<file path="src/rtl/core/ctt_pkg.sv">
// Shared constants, codes and control types for the conveyor task tracker.
// No dependencies; every other file of the block imports this package.
package ctt_pkg;

  localparam int TASK_SLOTS   = 16;
  localparam int IDX_W        = (TASK_SLOTS > 1) ? $clog2(TASK_SLOTS) : 1;
  localparam int CNT_W        = $clog2(TASK_SLOTS + 1);

  localparam int TARGET_W     = 24;
  localparam int VALVE_W      = 8;
  localparam int MASK_W       = 16;
  localparam int SPEED_W      = 18;
  localparam int MS_W         = 16;
  localparam int ID_W         = 16;
  localparam int KIND_W       = 2;
  localparam int DIST_W       = 32;
  localparam int DS_W         = SPEED_W + 1 + MS_W;

  // Distances are kept in 1/120 micrometre.
  localparam logic [DIST_W-1:0] UNITS_PER_UM = DIST_W'(120);

  // Input item kinds.
  localparam logic KIND_ADD   = 1'b0;
  localparam logic KIND_SPEED = 1'b1;

  typedef enum logic [KIND_W-1:0] {
    RES_ACCEPTED = 2'd0,
    RES_FIRE     = 2'd1,
    RES_FULL     = 2'd2
  } result_kind_t;

  typedef enum logic [2:0] {
    ST_IDLE,
    ST_ADD,
    ST_MUL,
    ST_SCAN,
    ST_FINISH
  } ctt_state_t;

  // Commands from the controller to the datapath.
  typedef struct packed {
    logic in_ready;
    logic do_add;
    logic do_mul;
    logic scan_step;
    logic finish;
  } ctt_cmd_t;

  // Status from the datapath to the controller.
  typedef struct packed {
    logic in_acc;
    logic in_is_add;
    logic in_ms_zero;
    logic scan_done;
    logic slot_fire;
    logic pend_valid;
    logic out_blocked;
  } ctt_sts_t;

endpackage

</file>
<file path="src/rtl/core/ctt_ctrl.sv">
// Sequencing state machine of the conveyor task tracker.
// Depends on ctt_pkg for the state type and the command/status structs.
module ctt_ctrl
  import ctt_pkg::*;
(
  input  logic     clk,
  input  logic     rst_n,
  input  ctt_sts_t sts,
  output ctt_cmd_t cmd
);

  ctt_state_t state_r, state_nxt;

  always_ff @(posedge clk) begin
    if (!rst_n) begin
      state_r <= ST_IDLE;
    end else begin
      state_r <= state_nxt;
    end
  end

  always_comb begin
    state_nxt = state_r;
    cmd       = '0;
    case (state_r)
      ST_IDLE: begin
        cmd.in_ready = 1'b1;
        if (sts.in_acc) begin
          if (sts.in_is_add) begin
            state_nxt = ST_ADD;
          end else if (!sts.in_ms_zero) begin
            state_nxt = ST_MUL;
          end
        end
      end
      ST_ADD: begin
        if (!sts.out_blocked) begin
          cmd.do_add = 1'b1;
          state_nxt  = ST_IDLE;
        end
      end
      ST_MUL: begin
        cmd.do_mul = 1'b1;
        state_nxt  = ST_SCAN;
      end
      ST_SCAN: begin
        // A second fire needs the held one moved out first.
        if (sts.scan_done) begin
          state_nxt = ST_FINISH;
        end else if (!(sts.slot_fire && sts.pend_valid && sts.out_blocked)) begin
          cmd.scan_step = 1'b1;
        end
      end
      ST_FINISH: begin
        if (!(sts.pend_valid && sts.out_blocked)) begin
          cmd.finish = 1'b1;
          state_nxt  = ST_IDLE;
        end
      end
      default: begin
        state_nxt = ST_IDLE;
      end
    endcase
  end

endmodule

</file>
<file path="config.mk">
export PLATFORM = sky130hd
export DESIGN_NAME = ctt_ctrl
export DESIGN_NICKNAME = d
export VERILOG_FILES = /design/src/rtl/core/ctt_pkg.sv /design/src/rtl/core/ctt_ctrl.sv
export SDC_FILE = /design/constraint.sdc
export NUM_CORES = 1
export LEC_CHECK = 0
export BUFFER_PORTS_ARGS = -buffer_cell sky130_fd_sc_hd__buf_2
export CAP_MARGIN = 20
export CORE_AREA = 2 2 39 41
export CTS_CLUSTER_DIAMETER = 150
export DETAILED_ROUTE_END_ITERATION = 7
export DIE_AREA = 0 0 41 43
export SLEW_MARGIN = 20
export SYNTH_ARGS = -nofsm -noshare
export SYNTH_HDL_FRONTEND = slang
export SYNTH_SLANG_ARGS = --single-unit
</file>
<file path="constraint.sdc">
create_clock -name clk -period 1.15 [get_ports clk]
set_clock_uncertainty 0.05 [all_clocks]
set_input_delay 0.345 -clock clk [delete_from_list [all_inputs] [get_ports clk]]
set_output_delay 0.345 -clock clk [all_outputs]
set_load 0.02 [all_outputs]
</file>
**Word level (Yosys, flattened, before mapping)**

Cells that the tools add are included.

- Output and inout port bits: 5
- Register bits after elaboration: 3
- Bits of input ports: 9

- Equal/unequal tests: 9
- Multiplexer cells: 16
- Reductions and logical operators: 5

Operators by type and width:

| kind | count |
|---|---|
| 2-to-1 mux 3 bit | 6 |
| one-hot mux 3 bit (5 select lines) | 1 |
| 2-to-1 mux 1 bit | 9 |
| inequality test 2 bit (second input constant) | 4 |
| == test 3 x 2 -> 1 bit (second input constant) | 2 |
| AND reduction 5 bit | 1 |
| == test 3 x 1 -> 1 bit (second input constant) | 1 |
| == test 3 bit (second input constant) | 1 |
| logical AND 1 bit | 3 |
| zero test 3 bit | 1 |
| inequality test 3 bit (second input constant) | 1 |

**Longest topological paths before layout**

- Word-level depth: 5
- Mapped depth: 3
- Mapped depth without buffers: 2

**Least setup slack after synthesis**

OpenSTA, ideal clock, no wires.

- Path kind: flip-flop to output port
- From: register state_r[0]
- To: output cmd[3] (netlist name)
- Setup slack: -0.388 ns
- Stages on the path, launching flop included: 3
- Arrival time: 1.143 ns
- Cell sequence: dfxtp_1 buf_6 nor4b_1

RTL lines:

| what | RTL line | source |
|---|---|---|
| start, declared | ctt_ctrl.sv:12 | `ctt_state_t state_r, state_nxt;` |
| start signal, assigned | ctt_ctrl.sv:18 | `state_r <= state_nxt;` |
| end, declared | ctt_ctrl.sv:9 | `output ctt_cmd_t cmd` |

==> results.py <==
metrics = {
    "worst_setup_path": {
        "r2r_cells": 3,
        "crit_family": "simple AND/OR/NAND/NOR gates",
        "startpoint": "state_r[2]",
        "r2r-start": "state_r[0]",
        "worst_path_max_delay_cell": "or3b_4",
        "endpoint": "cmd[0]",
        "path_max_fanout": 3,
        "worst-path-buf-inv": 1,
        "cp-start-kind": "flip-flop",
        "arrival_ps": 1210,
        "criticalPathCategory": "reg -> out",
        "required_ps": 750,
        "cpPeakStageDelay_ps": 400,
        "reg2reg_setup_slack_ps": -60,
        "path_cells": "or3b_4 > a21oi_4 > buf_6",
        "reg2reg_to": "state_r[1]",
        "crit_cells": 3,
        "worst_setup_path_end_kind": "output pin",
    },
    "placement": {
        "numPortBuffers": 13,
        "hpwl_um": 456.4,
        "dp_slack_ps": -241.1,
        "gp_routability_congestion": 0.7180,
    },
    "global_routing": {
        "grt_pass1_wl_um": 1083,
        "grt_antenna_before_repair": 0,
        "grt_pass1_vias": 268,
        "grt_usage": 0.09639,
        "grt_overflow_total": 0,
        "grt_max_degree": 9,
    },
    "sta": {
        "drv_slew": 0,
        "tns_ps": -1855,
        "hold_slack_ps": 327.7,
        "setup_viol": 6,
        "fmax_mhz": 622.6,
        "timing.final.crit_share": 1.397,
        "period_needed_ps": 1606,
        "finalWorstSetupSlack_ps": -456.3,
        "worstMarginPinSlew_ps": 222.6,
        "max_slew_margin": 0.8512,
        "rsz0062_at_grt": "true",
        "finalHoldViolations": 0,
    },
    "yosys": {
        "synth_edf_count": 0,
        "ys_ff_latch": 3,
        "synthXorXnorAreaFrac": 0,
        "synth_top_cell_by_area": "dfxtp_1",
        "syn_avg_cell_area_sq_um": 9.139,
        "synth_cell_types": 18,
        "yosys.area_share.simple": 0.3690,
        "syn_inst": 23,
        "async_flop_share": 0,
        "synth_commonest_cells": "dfxtp_1, a21oi_1, inv_1, nand3b_1",
        "ys.flop_type": "dfxtp_1",
        "synth_nets": 32,
        "synth.most_common_cell": "dfxtp_1",
        "synth_fa_ha_area_frac": 0,
        "synth.top_cell.area_share": 0.2857,
        "muxShareOfSynthArea": 0,
        "yosysWarningCount": 0,
        "ys_seq_area_frac": 0.2857,
        "syn_area_sq_um": 210.2,
        "synth_compound_area_frac": 0.2560,
        "synth.area.top_cells": "dfxtp_1, nand3b_1, or4b_4",
        "synth_top_family_by_area": "simple AND/OR/NAND/NOR gates",
    },
    "clocking": {
        "cts.sinks": 3,
        "cts_tree": "yes",
        "clkSlewWorstSetupHoldPaths_ps": 40,
        "ctsHoldBuffers": 0,
        "clk_latency_ps": 240,
        "cts.path.max_buffers": 2,
        "clockRootBuffer": "clkbuf_4",
        "numCtsBuffers": 3,
        "h-tree-depth": 1,
    },
    "floorplan": {
        "die_w_um": 41,
        "dieHeight_um": 43,
        "start_util": 0.1519,
        "rows": 14,
        "die_area_sq_mm": 0.001763,
        "io_pins": 14,
        "core_area_sq_mm": 0.001384,
    },
    "layout": {
        "largest_reg_flops": 3,
        "fin_nets": 55,
        "top_register": "state_r",
        "antenna-diode-count": 0,
        "reg_top3": "state_r x3",
        "areaGrowthSynthToFinish_pct": 113.7,
        "drive_gt1_frac": 0.7778,
    },
    "detailed_routing": {
        "num_vias": 259,
        "drc": 0,
        "first_pass_iters": 4,
        "wirelength_um": 656,
        "wl_per_cell_um": 10.75,
        "ant_nets": 0,
        "avgViaCountPerCell": 4.246,
        "drtIter0Drc": 5,
    },
    "hold_path": {
        "min_from": "sts[4]",
        "hp-class": "in -> reg",
    },
    "power": {
        "vdd_drop_max_uv": 425.8,
        "leakage_uw": 0.0001926,
        "p_per_area_mw_per_mm2": 925.8,
    },
    "outcome": {
        "violations": "setup timing",
        "status": "finished, violations left",
    },
    "run": {
        "max-cap-violations": 0,
    },
}
## cells in the final DEF (no fill, tap or decap)
cell      netlist  routed
buf_2           0       8
clkbuf_1        0       1
nor4b_4         0       1
nand3b_1        2       2
clkbuf_4        0       3
a21oi_1         2       1
buf_6           1       4
inv_1           2       2
a21oi_4         0       1
or3b_4          0       1
and3_2          1       1
dfxtp_2         0       3
nand3_1         1       1
a311oi_4        0       1
buf_4           0       7
nor3_4          0       1
a21bo_2         1       1
a211oi_1        1       1
nor3b_2         0       1
o32ai_1         1       1
or4b_4          1       1
nand2b_1        1       1
a21oi_2         1       1
## worst min-delay path: cells and delay by family
kind | cells | cell delay, ps
AOI/OAI and AO/OA | 1 | 40
buffers and inverters | 1 | 80
and+or+nand+nor | 1 | 110
## worst min path at each step
stage / endpoint / slack [ps] / cells past startpoint
2_1_floorplan: state_r[1] / 450 / 2
3_3_place_gp: state_r[2] / 540 / 2
3_5_place_dp: state_r[2] / 540 / 2
4_1_cts: state_r[1] / 320 / 3
5_1_grt: state_r[1] / 330 / 3
6_report: state_r[1] / 330 / 3
## cell families after synthesis
logic type	count (synthesis)
and+or+nand+nor	10
AOI/OAI and AO/OA	7
DFF	3
buffers and inverters	3
## where the power goes
part	internal, uW	leakage (uW)	switching [uW]
clock	130	0.0000150	59.3
sequential	111	0.0000258	4.19
combinational	57.5	0.000152	53.8
total	299	0.000193	117
## stage by stage
stage / total power (uW) / cell area, sq um / instances / util
global placement: 203.9 / 367.9 / 57 / 0.2658
CTS: 415.8 / 435.4 / 62 / 0.3146
finish: 415.8 / 449.2 / 61 / 0.3246
floorplan: 161.4 / 249.0 / 23 / -
global route: 441.1 / 449.2 / 61 / 0.3246
detailed placement: 204.7 / 367.9 / 57 / 0.2658
## routing by layer
layer / up-vias / global-route usage / wire, um
met5: - / 0 / 0
met4: 0 / 0.1000 / 0
met3: 0 / 0.03141 / 15
met2: 6 / 0.1469 / 368
met1: 119 / 0.09003 / 272
li1: 134 / - / -
## layout make-up
type                            instances  area [sq um]
Fill cell                             145         934.6
Sequential cell                         3         63.81
Tap cell                               16         20.02
Inverter                                2         7.507
Timing Repair Buffer                   19         137.6
Clock buffer                            4         26.28
Multi-Input combinational cell         17         193.9
## repair_timing
action	4_1_cts	5_1_grt
pin swaps	5	2
gates resized for setup	11	5
setup buffers	1	0
endpoints found under the setup margin	6	8
(Power assumes the default switching activity.)
